**src/fpr_pkg.sv**
```systemverilog
// fpr_pkg: shared types and constants for the framed packet receiver.
// No dependencies; imported by every module under src.
package fpr_pkg;

    // frame layout
    localparam int unsigned FRAME_LEN = 11;
    localparam int unsigned CNT_W     = 4;
    localparam logic [CNT_W-1:0] POS_IDLE      = CNT_W'(0);
    localparam logic [CNT_W-1:0] POS_SUM_LAST  = CNT_W'(7);
    localparam logic [CNT_W-1:0] POS_DATA_LAST = CNT_W'(8);
    localparam logic [CNT_W-1:0] POS_CS        = CNT_W'(9);
    localparam logic [CNT_W-1:0] POS_LAST      = CNT_W'(FRAME_LEN - 1);

    // configuration registers
    localparam int unsigned CFG_IDX_W = 1;
    localparam logic [CFG_IDX_W-1:0] REG_START_BYTE = 1'b0;
    localparam logic [CFG_IDX_W-1:0] REG_END_BYTE   = 1'b1;
    localparam logic [7:0] START_BYTE_RST = 8'h02;
    localparam logic [7:0] END_BYTE_RST   = 8'h03;

    typedef enum logic [1:0] {
        ST_GOOD    = 2'd0,
        ST_BAD_END = 2'd1,
        ST_BAD_CS  = 2'd2
    } t_status;

    typedef struct packed {
        logic [15:0] command;
        logic [31:0] payload;
        logic [15:0] debug_word;
        t_status     status;
    } t_result;

endpackage

```
**src/fpr_collect.sv**
```systemverilog
// fpr_collect: frame position counter, byte assembly and running checksum.
// Depends on fpr_pkg.
module fpr_collect import fpr_pkg::*; (
    input  logic        i_clk,
    input  logic        i_rst_n,
    input  logic        i_step,
    input  logic [7:0]  i_byte,
    input  logic [7:0]  i_start_byte,
    input  logic [7:0]  i_end_byte,
    output logic        o_last,
    output t_result     o_result
);

    logic [CNT_W-1:0] r_count, n_count;
    logic [63:0]      r_data,  n_data;   // frame bytes 1..8
    logic [7:0]       r_sum,   n_sum;
    logic             r_cs_ok, n_cs_ok;

    always_comb begin
        n_count = r_count;
        n_data  = r_data;
        n_sum   = r_sum;
        n_cs_ok = r_cs_ok;
        if (i_step) begin
            if (r_count == POS_IDLE) begin
                if (i_byte == i_start_byte) begin
                    n_count = CNT_W'(1);
                    n_sum   = 8'd0;
                end
            end else begin
                n_count = (r_count == POS_LAST) ? POS_IDLE : r_count + CNT_W'(1);
                if (r_count <= POS_DATA_LAST) begin
                    n_data = {r_data[55:0], i_byte};
                end
                if (r_count <= POS_SUM_LAST) begin
                    n_sum = r_sum + i_byte;
                end
                if (r_count == POS_CS) begin
                    n_cs_ok = (i_byte == r_sum);
                end
            end
        end
    end

    always_ff @(posedge i_clk) begin
        if (!i_rst_n) begin
            r_count <= POS_IDLE;
        end else begin
            r_count <= n_count;
        end
        r_data  <= n_data;
        r_sum   <= n_sum;
        r_cs_ok <= n_cs_ok;
    end

    assign o_last = (r_count == POS_LAST);

    // end byte is checked before the checksum
    always_comb begin
        o_result.command    = r_data[63:48];
        o_result.payload    = r_data[47:16];
        o_result.debug_word = r_data[15:0];
        if (i_byte != i_end_byte) begin
            o_result.status = ST_BAD_END;
        end else if (!r_cs_ok) begin
            o_result.status = ST_BAD_CS;
        end else begin
            o_result.status = ST_GOOD;
        end
    end

endmodule

```
**src/fpr_out_stage.sv**
```systemverilog
// fpr_out_stage: result register with valid/ready toward the consumer.
// Depends on fpr_pkg.
module fpr_out_stage import fpr_pkg::*; (
    input  logic    i_clk,
    input  logic    i_rst_n,
    input  logic    i_load,
    input  t_result i_result,
    output logic    o_free,
    output logic    o_valid,
    input  logic    i_ready,
    output t_result o_result
);

    logic    r_valid, n_valid;
    t_result r_result;

    assign o_free  = !r_valid || i_ready;
    assign n_valid = i_load || (r_valid && !i_ready);

    always_ff @(posedge i_clk) begin
        if (!i_rst_n) begin
            r_valid <= 1'b0;
        end else begin
            r_valid <= n_valid;
        end
        if (i_load) begin
            r_result <= i_result;
        end
    end

    assign o_valid  = r_valid;
    assign o_result = r_result;

endmodule

```
**src/framed_packet_receiver.sv**
```systemverilog
// framed_packet_receiver: top level of the byte-serial frame receiver.
// Depends on fpr_pkg, fpr_collect and fpr_out_stage.
//
//  channel  | handshake                  | payload
//  ---------+----------------------------+-------------------------------------
//  rx in    | i_rx_valid / o_rx_ready    | i_rx_byte
//  result   | o_res_valid / i_res_ready  | o_command o_payload o_debug_word
//           |                            | o_status
//  config   | i_cfg_we (no wait)         | i_cfg_idx i_cfg_data
//
// One byte is taken per clock unless a stalled result holds the input register.
// A byte waits in the input register, then steps the frame logic; the eleventh
// byte of a frame loads the result register, which then offers the result.
// Synchronous active-low reset clears valids, the frame position and sets
// start byte 0x02, end byte 0x03. A stalled result only blocks the input
// register when it holds the last byte of the next frame.
module framed_packet_receiver import fpr_pkg::*; (
    input  logic                 i_clk,
    input  logic                 i_rst_n,
    // received bytes
    input  logic                 i_rx_valid,
    output logic                 o_rx_ready,
    input  logic [7:0]           i_rx_byte,
    // frame results
    output logic                 o_res_valid,
    input  logic                 i_res_ready,
    output logic [15:0]          o_command,
    output logic [31:0]          o_payload,
    output logic [15:0]          o_debug_word,
    output logic [1:0]           o_status,
    // configuration
    input  logic                 i_cfg_we,
    input  logic [CFG_IDX_W-1:0] i_cfg_idx,
    input  logic [7:0]           i_cfg_data
);

    logic [7:0] r_start_byte, r_end_byte;
    logic       r_in_valid;
    logic [7:0] r_in_byte;

    logic    w_last, w_out_free, w_adv, w_done;
    t_result w_result, w_res_out;

    // config registers
    always_ff @(posedge i_clk) begin
        if (!i_rst_n) begin
            r_start_byte <= START_BYTE_RST;
            r_end_byte   <= END_BYTE_RST;
        end else if (i_cfg_we) begin
            case (i_cfg_idx)
                REG_START_BYTE: r_start_byte <= i_cfg_data;
                REG_END_BYTE:   r_end_byte   <= i_cfg_data;
                default: ;
            endcase
        end
    end

    // the held byte moves on unless it closes a frame and the result slot is busy
    assign w_adv      = r_in_valid && (!w_last || w_out_free);
    assign w_done     = w_adv && w_last;
    assign o_rx_ready = !r_in_valid || w_adv;

    always_ff @(posedge i_clk) begin
        if (!i_rst_n) begin
            r_in_valid <= 1'b0;
        end else if (o_rx_ready) begin
            r_in_valid <= i_rx_valid;
        end
        if (o_rx_ready && i_rx_valid) begin
            r_in_byte <= i_rx_byte;
        end
    end

    fpr_collect u_collect (
        .i_clk        (i_clk),
        .i_rst_n      (i_rst_n),
        .i_step       (w_adv),
        .i_byte       (r_in_byte),
        .i_start_byte (r_start_byte),
        .i_end_byte   (r_end_byte),
        .o_last       (w_last),
        .o_result     (w_result)
    );

    fpr_out_stage u_out (
        .i_clk    (i_clk),
        .i_rst_n  (i_rst_n),
        .i_load   (w_done),
        .i_result (w_result),
        .o_free   (w_out_free),
        .o_valid  (o_res_valid),
        .i_ready  (i_res_ready),
        .o_result (w_res_out)
    );

    assign o_command    = w_res_out.command;
    assign o_payload    = w_res_out.payload;
    assign o_debug_word = w_res_out.debug_word;
    assign o_status     = w_res_out.status;

    // a finished frame never overwrites an untaken result
    a_no_overwrite: assert property (@(posedge i_clk) disable iff (!i_rst_n)
        w_done |-> w_out_free)
        else $error("result register overwritten");

    // a held byte that cannot advance stays put
    a_in_hold: assert property (@(posedge i_clk) disable iff (!i_rst_n)
        (r_in_valid && !w_adv) |=> (r_in_valid && $stable(r_in_byte)))
        else $error("input register lost a byte");

    // a result only appears after a frame completed
    a_res_source: assert property (@(posedge i_clk) disable iff (!i_rst_n)
        $rose(o_res_valid) |-> $past(w_done))
        else $error("result without a completed frame");

endmodule

```
**config.mk**
```make
export PLATFORM = sky130hd
export DESIGN_NAME = framed_packet_receiver
export DESIGN_NICKNAME = d
export VERILOG_FILES = /design/src/fpr_pkg.sv /design/src/fpr_collect.sv /design/src/fpr_out_stage.sv /design/src/framed_packet_receiver.sv
export SDC_FILE = /design/constraint.sdc
export NUM_CORES = 1
export LEC_CHECK = 0
export CAP_MARGIN = 25
export CORE_ASPECT_RATIO = 1.25
export CORE_UTILIZATION = 45
export CTS_CLUSTER_SIZE = 16
export DETAILED_ROUTE_END_ITERATION = 8
export DONT_BUFFER_PORTS = 1
export PLACE_DENSITY = 0.63
export SLEW_MARGIN = 20
export SYNTH_ARGS = -nofsm -noshare
export SYNTH_HDL_FRONTEND = slang
export SYNTH_SLANG_ARGS = --single-unit
```
**constraint.sdc**
```tcl
create_clock -name i_clk -period 8.2 [get_ports i_clk]
set_clock_uncertainty 0.1 [all_clocks]
set_input_delay 0.41 -clock i_clk [delete_from_list [all_inputs] [get_ports i_clk]]
set_output_delay 0.41 -clock i_clk [all_outputs]
set_load 0.05 [all_outputs]
```
======== Word-level counts from Yosys, hierarchy flattened ========
Cells that the tools add are included.
operators by class
  $add $sub $neg .......................... 2
  magnitude comparators ................... 2
  eq/ne operators ......................... 6
  mux-type cells .......................... 7
  bitwise logic cells ..................... 2
  reduce and logical (&&, ||, !) cells .... 20
operators by type and width
  operator                                                                          count
  8-bit two-way mux                                                                 3
  8-bit equality test                                                               2
  4-bit two-way mux                                                                 3
  3-bit AND reduction                                                               3
  8-bit adder                                                                       1
  4-bit equality test, second input constant                                        2
  8-bit inequality test                                                             1
  2-bit AND reduction                                                               3
  4-bit by 1-bit adder with 4-bit output, second input constant                     1
  4-bit by 3-bit less-or-equal comparator with 1-bit output, second input constant  1
  4-bit less-or-equal comparator, second input constant                             1
  1-bit logical AND                                                                 4
  1-bit zero test                                                                   4
  4-bit zero test                                                                   1
  1-bit logical OR                                                                  4
  2-bit two-way mux                                                                 1
  2-bit inequality test, second input constant                                      1
  1-bit inverter                                                                    2
  2-bit nonzero test                                                                1
storage, ports and cells
  register bits after elaboration ......... 169
  output and inout bits ................... 68
  word-level logic and storage cells ...... 52

======== Logic depth before layout (Yosys ltp) ========
Gate-level depths: netlist (run 1).
  depth in word-level cells ............... 6
  mapped depth ............................ 7
  gate-level depth less buffers ........... 7

======== Modules after synthesis ========
A second synthesis (run 1) with hierarchy kept.
second synthesis, totals
  cells, all modules ...................... 334
  area total of the unflattened synthesis .. 5984.5 um^2
by module, submodules not included
  module                  times used  cells each  area an instance (um^2)
  fpr_collect             1           183         3019.1
  fpr_out_stage           1           70          2030.7
  framed_packet_receiver  1           81          934.6

======== Least setup slack after synthesis (run 1) ========
Ideal clock, no wire load.
  path kind ............................... register -> register
  start ................................... reg u_collect.r_count[1]
  end ..................................... reg u_collect.r_data[0], enable pin
  library setup time ...................... 0.565 ns
  data arrival time ....................... 5.071 ns
  setup slack ............................. 2.464 ns
  cell stages (with the launch flop) ...... 5
  clock period less this slack ............ 5.736 ns
  cell sequence ........................... dfxtp_1 buf_2 nor4_2 buf_4 nor3_1
between the ends
  word-level cells in the longest chain between the ends .. 5
  elaborated cells on any way between the ends .. 8
  those cells by class .................... order compare: 1; eq/ne: 1; bitwise: 1; reduce/logical: 5
RTL lines
  what                             line                          source
  start: declaration               fpr_collect.sv:14             logic [CNT_W-1:0] r_count, n_count;
  start signal: assignment         fpr_collect.sv:49             r_count <= n_count;
  4-bit equality test              fpr_collect.sv:56             assign o_last = (r_count == POS_LAST);
  1-bit zero test                  framed_packet_receiver.sv:59  assign w_adv = r_in_valid && (!w_last || w_out_free);
  1-bit logical OR                 framed_packet_receiver.sv:59
  1-bit logical AND                framed_packet_receiver.sv:59
  3-bit AND reduction (no line) *  -
  end signal: assignment           fpr_collect.sv:51             r_data <= n_data;
  end: declaration                 fpr_collect.sv:15             logic [63:0] r_data, n_data;
Every way passes the cells marked *; elsewhere a longest branch is shown, timed or not.
A chain may end at the register's enable or synchronous reset.

======== Worst setup path in the final report (run 1) ========
  start ................................... reg r_in_byte[1]
  end ..................................... reg u_collect.r_sum[7], data pin
between the ends
  word-level cells in the longest chain between the ends .. 3
RTL lines
  what                      line                          source
  start: declaration        framed_packet_receiver.sv:39  logic [7:0] r_in_byte;
  start signal: assignment  framed_packet_receiver.sv:70  r_in_byte <= i_rx_byte;
  8-bit adder               fpr_collect.sv:36             n_sum = r_sum + i_byte;
  8-bit two-way mux         fpr_collect.sv:35             if (r_count <= POS_SUM_LAST) begin
  8-bit two-way mux         fpr_collect.sv:25             if (r_count == POS_IDLE) begin
  end signal: assignment    fpr_collect.sv:52             r_sum <= n_sum;
  end: declaration          fpr_collect.sv:16             logic [7:0] r_sum, n_sum;
Every way passes these cells. The select of a mux whose other input is x is not followed.

==> results of run 1 <==
cell type report:
| cell class | count | area [sq um] |
|---|---|---|
| Clock buffer | 17 | 425.4 |
| Inverter | 6 | 22.52 |
| Multi-Input combinational cell | 156 | 1037 |
| Timing Repair Buffer | 14 | 130.1 |
| Fill cell | 1041 | 5966 |
| Clock inverter | 15 | 131.4 |
| Sequential cell | 169 | 4855 |
| Tap cell | 168 | 210.2 |
worst paths after layout:
check | startpoint | end | slack, ns | cells past startpoint
setup reg to reg | r_in_byte[1] | u_collect.r_sum[7] | 5.83 | 5
setup / recovery | r_in_byte[1] | u_collect.r_sum[7] | 5.83 | 5
hold / removal | i_cfg_data[1] | r_end_byte[1] | 0.02 | 2
hold reg to reg | u_collect.r_data[61] | u_out.o_result[63] | 0.32 | 0
sequential cells by signal (all words and copies together), names as in the netlist:
name / flops
r_start_byte: 8
r_end_byte: 8
u_collect.r_sum: 8
r_in_valid: 1
u_collect.r_cs_ok: 1
u_out.o_result: 66
u_out.o_valid: 1
u_collect.r_count: 4
r_in_byte: 8
u_collect.r_data: 64
layout by cell type (no fill, tap or decap), types with 2 or more instances in the layout:
cell,n
nor3_1,8
nand2b_1,3
clkbuf_16,17
dfxtp_1,22
ha_1,7
edfxtp_1,147
and3_1,3
a211oi_1,4
inv_8,4
o21bai_1,2
nor2_1,7
buf_4,2
and2_1,2
clkinvlp_4,4
nor2b_1,7
o31a_1,2
nand2_1,38
inv_6,5
nand3_1,7
a21boi_0,15
nor4_1,5
xor2_1,18
o21ai_0,6
inv_1,6
dlygate4sd3_1,11
o21a_1,2
routing by layer:
| layer | routed length [um] | global-route usage | part of all wire |
|---|---|---|---|
| met1 | 3964 | 0.1722 | 0.40 |
| met2 | 5065 | 0.2746 | 0.52 |
| met3 | 412 | 0.04117 | 0.042 |
| met4 | 377 | 0.09776 | 0.038 |
| met5 | 0 | 0 | 0 |
cell usage after synthesis (2+ instances only):
library cell  number
edfxtp_1         147
nand2_1           38
dfxtp_1           22
xor2_1            18
a21boi_0          15
nor3_1             9
nor2_1             8
ha_1               7
nand3_1            7
nor2b_1            7
inv_1              6
o21ai_0            6
a211oi_1           5
clkbuf_1           5
nor4_1             5
and3_1             3
buf_2              3
nand2b_1           3
and2_1             2
o21a_1             2
o21bai_1           2
o31a_1             2
timing repair:
item / CTS / global route
hold buffers: 11 / 0
endpoints found under the hold margin: 12 / 0
buffers inserted: 0 / 0
endpoints found under the setup margin: 0 / 0
cells by family (layout without fill, tap and decap cells):
family                   count (synthesis)  in the layout  synth area share
buffers and inverters                   15             52           0.01075
flip-flops                             169            169            0.8175
AO/OA/AOI/OAI                           40             40           0.05057
AND/OR/NAND/NOR                         88             88           0.07311
multiplexers                             1              1          0.001896
XOR/XNOR                                19             19           0.02802
adder cells (fa/ha/maj)                  8              8           0.01812
per-stage QoR:
stage               worst slack (ns)  power (W)    util
finish                         5.832   0.001727  0.5331
global route                   5.667   0.001782  0.5331
CTS                            5.802   0.001746  0.5331
detailed placement             5.825  0.0009941  0.4809
global placement               5.524  0.0009927  0.4801
floorplan                      2.464  0.0009851       -
report_power, final:
part / internal [W] / total [W] / switching [W]
combinational: 0.0000199 / 0.0000413 / 0.0000214
clock: 0.000400 / 0.000747 / 0.000347
sequential: 0.000930 / 0.000939 / 0.00000847
==> flow_summary_export.csv, run 1 <==
group,metric,value,unit
cts,clock-sinks,169,
cells_and_area,antenna_cells,0,
cts,insertion_delay,0.42,ns
synth,synth_edf_count,147,
floorplanning,ios,90,
synth,ys_async_sr_fraction,0,
power_and_ir_drop,leakagePower,2.250,nW
route,drtPass1Iterations,4,
cells_and_area,drive_gt1_frac,0.1114,
global_routing,grt_pass1_vias,2934,
cells_and_area,final_cells,545,
synth,yosys.area.top_type,"edfxtp_1",
global_routing,grt_max_degree,67,
sta,setup_viol_count_final,0,
global_routing,grt_overflow,0,
sta,fin_crit,2.368,ns
floorplanning,coreArea,0.01278,sq mm
setup_path,cp_slowest_cell,"edfxtp_1",
route,drt-total-wl,9820,um
worst_hold_path,hp-class,"primary input to register",
sta,tns,0,ns
flow_run,drv_cap,0,
cells_and_area,design_area,0.006812,sq mm
synth,yosysWarnings,0,
place,hpwl,6352,um
place,gp_congestion,0.8207,
floorplanning,rows,46,
cts,cts_resized,0,
place,placed_area,0.006145,sq mm
floorplanning,dieArea,0.01366,sq mm
cts,cts.clk_slew.worst_paths,0.07,ns
route,wl_per_cell,18.02,um
global_routing,antenna_found_initial,0,
cts,tritoncts,"done",
setup_path,cp-start-kind,"register",
synth,synth_area_leaders,"edfxtp_1, dfxtp_1, xor2_1, nand2_1, a21boi_0",
floorplanning,die_w,104.7,um
synth,ys_seq_area_frac,0.8175,
cts,cts_max_path_buffers,2,
sta,slew_headroom,0.4331,
sta,worst-slew-pin-transition,0.8504,ns
run_status,outcome,"finished, final reports clean",
cts,numCtsBuffers,17,
sta,hold_viol,0,
global_routing,grt_pass1_wl,15730,um
setup_path,critPathKind,"register to register",
setup_path,cp_max_fo,5,
route,drt-vias-per-instance,5.152,
cts,h-tree-depth,4,
setup_path,cp_data_arrival_time,2.44,ns
synth,ys_seq_elements,169,
synth,ys_types,40,
route,drt_iter0_drc,157,
route,via_count,2808,
setup_path,crit_family,"compound AO/OA/AOI/OAI gates",
power_and_ir_drop,peakVddDrop,0.1149,mV
setup_path,crit_chain,"ha_1, a211oi_1, o21bai_1, o41ai_2, mux2_2",
setup_path,critPathMaxStageDelay,0.48,ns
synth,avgSynthCellArea,17.47,sq um
synth,syn_area,0.005938,sq mm
global_routing,grt_usage,0.1568,
cells_and_area,fin_nets,394,
cts,cts-root-buf,"clkbuf_16",
synth,synthesis.nets,370,
setup_path,end_kind,"register",
sta,fin_crit_sh,0.2888,
floorplanning,die_h,130.4,um
synth,synth_flop_cell,"edfxtp_1",
sta,grt_setup_unrepaired,"false",
sta,whs,0.01508,ns
setup_path,critPathBufInv,0,
setup_path,crit_required,8.27,ns
sta,final_max_slew_viol_count,0,
power_and_ir_drop,powerDensity,253.5,mW/mm^2
route,ant_nets,0,
synth,syn_inst,340,
floorplanning,start_util,0.4647,
sta,max_clock_freq,422.3,MHz
synth,synth_top_area_frac,0.7434,
place,placedCellCount,502,
route,drc,0,
cells_and_area,area_delta_synth_final,14.71,%
place,port_buffers,0,
No activity file was read; power rests on OpenSTA's default activity.
==> run 2, diff against run 1 <==
--- a/config.mk
+++ b/config.mk
@@ -11,7 +11,7 @@
 export CTS_CLUSTER_SIZE = 16
 export DETAILED_ROUTE_END_ITERATION = 8
 export DONT_BUFFER_PORTS = 1
-export PLACE_DENSITY = 0.63
+export PLACE_DENSITY = 0.65
 export SLEW_MARGIN = 20
 export SYNTH_ARGS = -nofsm -noshare
 export SYNTH_HDL_FRONTEND = slang
==> constraint.sdc (replaced) <==
create_clock -name i_clk -period 2.15 [get_ports i_clk]
set_clock_uncertainty 0.1 [all_clocks]
set_input_delay 0.1075 -clock i_clk [delete_from_list [all_inputs] [get_ports i_clk]]
set_output_delay 0.1075 -clock i_clk [all_outputs]
set_load 0.05 [all_outputs]
==> flow_summary_export.csv, run 2 (synthesis gave the netlist of run 1 again) <==
group,metric,value,unit
setup_path,r2r_slack,0.03,ns
global_routing,grt_pass1_vias,3066,
floorplanning,coreArea,0.01278,sq mm
sta,worst-slew-pin-transition,0.7386,ns
power_and_ir_drop,pwr-share-comb,0.033,
sta,fin_crit,2.124,ns
route,drt-total-wl,9888,um
route,top_layer_used,"met4",
run_status,outcome,"finished, final reports clean",
global_routing,grt_overflow,0,
route,via_count,2977,
global_routing,grt_max_degree,65,
route,wl_per_cell,17.14,um
place,port_buffers,0,
place,hpwl,6271,um
setup_path,cp_data_arrival_time,2.18,ns
worst_hold_path,hp-class,"primary input to register",
floorplanning,dieArea,0.01366,sq mm
cells_and_area,final_cells,577,
setup_path,critPathKind,"register to register",
cts,tritoncts,"done",
cts,insertion_delay,0.41,ns
cells_and_area,final_common_cell,"edfxtp_1",
cts,cts-root-buf,"clkbuf_16",
place,placedCellCount,514,
place,dp_slack,-0.0003836,ns
sta,setup_ws,0.02623,ns
route,wl_met1,4139,um
setup_path,cp-start-kind,"register",
sta,max_clock_freq,470.9,MHz
setup_path,end_kind,"register",
route,wl_met3,444,um
sta,final_max_slew_viol_count,0,
cells_and_area,area_delta_synth_final,21.32,%
sta,grt_setup_unrepaired,"true",
floorplanning,ios,90,
cts,cts.clk_slew.worst_paths,0.07,ns
power_and_ir_drop,finalPower,0.006853,W
floorplanning,die_h,130.4,um
power_and_ir_drop,p_int,0.005501,W
cts,clock-sinks,169,
sta,setup_viol_count_final,0,
setup_path,crit_required,2.21,ns
cts,cts_max_path_buffers,2,
cells_and_area,largest_reg_flops,66,
route,drt_iter0_drc,134,
power_and_ir_drop,powerDensity,951.2,mW/mm^2
global_routing,antenna_found_initial,0,
global_routing,grt_usage,0.1543,
floorplanning,start_util,0.4647,
cells_and_area,final_cell_mix,"edfxtp_1, nand2_1, dlygate4sd3_1",
cells_and_area,antenna_cells,0,
global_routing,grt_pass1_wl,15620,um
power_and_ir_drop,p_switching,0.001352,W
route,drtPass1Iterations,4,
sta,fin_crit_sh,0.9878,
cells_and_area,fin_nets,427,
route,route.met2.wl,5153,um
sta,hold_viol,0,
route,drt-vias-per-instance,5.159,
sta,slew_headroom,0.5059,
cells_and_area,drive_gt1_frac,0.1467,
power_and_ir_drop,switching_share,0.1972,
setup_path,cp_max_fo,3,
flow_run,drv_cap,0,
route,ant_nets,0,
cts,h-tree-depth,4,
floorplanning,rows,46,
place,gp_congestion,0.8453,
power_and_ir_drop,leakagePower,2.436,nW
cts,numCtsBuffers,17,
power_and_ir_drop,seqPwrFrac,0.522,
power_and_ir_drop,clockPowerShare,0.445,
route,drc,0,
floorplanning,die_w,104.7,um
power_and_ir_drop,peakVddDrop,0.4837,mV
-- run 2: cell count changes in the layout (fill, tap and decap cells not counted), sizes merged --
cell         delta
bufinv          +3
clkinv          +2
buf            +13
clkinvlp        -2
dlygate4sd3    +20
inv             -4
-- run 2: final cells by class --
type                    instances  area [sq um]
inverters                       6         22.52
well taps                     168         210.2
flip-flops and latches        169          4856
fillers                       993          5573
clock inverters                14         171.4
multi-input cells             156          1064
clock buffers                  17         425.4
repair buffers                 47         455.4
-- run 2: routing by layer --
metal	vias up	GRT usage
met3	12	0.04266
met1	1468	0.1773
li1	1394	-
met2	103	0.2707
met5	-	0
met4	0	0.07208
-- run 2: power by group through the flow --
stage | clock (W) | combinational [W] | sequential (W)
after floorplan | 0 | 0.000116 | 0.00364
after global placement | 0 | 0.000157 | 0.00365
after detailed placement | 0 | 0.000163 | 0.00365
after CTS | 0.00313 | 0.000217 | 0.00358
after global routing | 0.00325 | 0.000246 | 0.00358
final | 0.00305 | 0.000225 | 0.00358
-- run 2: final timing paths --
path                   endpoint                 start  depth (start not counted)
max          u_collect.r_sum[6]          r_in_byte[0]                          7
min               r_end_byte[4]              i_cfg_we                          3
max reg2reg  u_collect.r_sum[6]          r_in_byte[0]                          7
min reg2reg  u_out.o_result[62]  u_collect.r_data[60]                          0
-- run 2: critical path, stage by stage (launching register included) --
cell and delay (ns):
edfxtp_1 0.44, ha_4 0.20, inv_2 0.06, fa_2 0.22, nor2b_4 0.05, o31a_1 0.25
or4_1 0.39, and3_1 0.17
-- run 2: metrics by stage --
| step | hold slack [ns] | instance area (sq um) | setup TNS [ns] | util |
|---|---|---|---|---|
| 5_1_grt | 0.01927 | 7204 | -0.03819 | 0.5638 |
| 3_5_place_dp | 0.08516 | 6269 | -0.0003836 | 0.4906 |
| 6_report | 0.02810 | 7204 | 0 | 0.5638 |
| 4_1_cts | 0.006735 | 7178 | 0 | 0.5618 |
| 2_1_floorplan | 0.1064 | 5971 | -51.19 | - |
| 3_3_place_gp | 0.08181 | 6269 | 0 | 0.4906 |
-- run 2: what timing repair did --
action	in CTS	in global routing
hold buffers	31	0
endpoints found under the setup margin	1	3
pin swaps	0	3
setup buffers	0	1
hold endpoints to repair	30	0
resized for setup	1	7
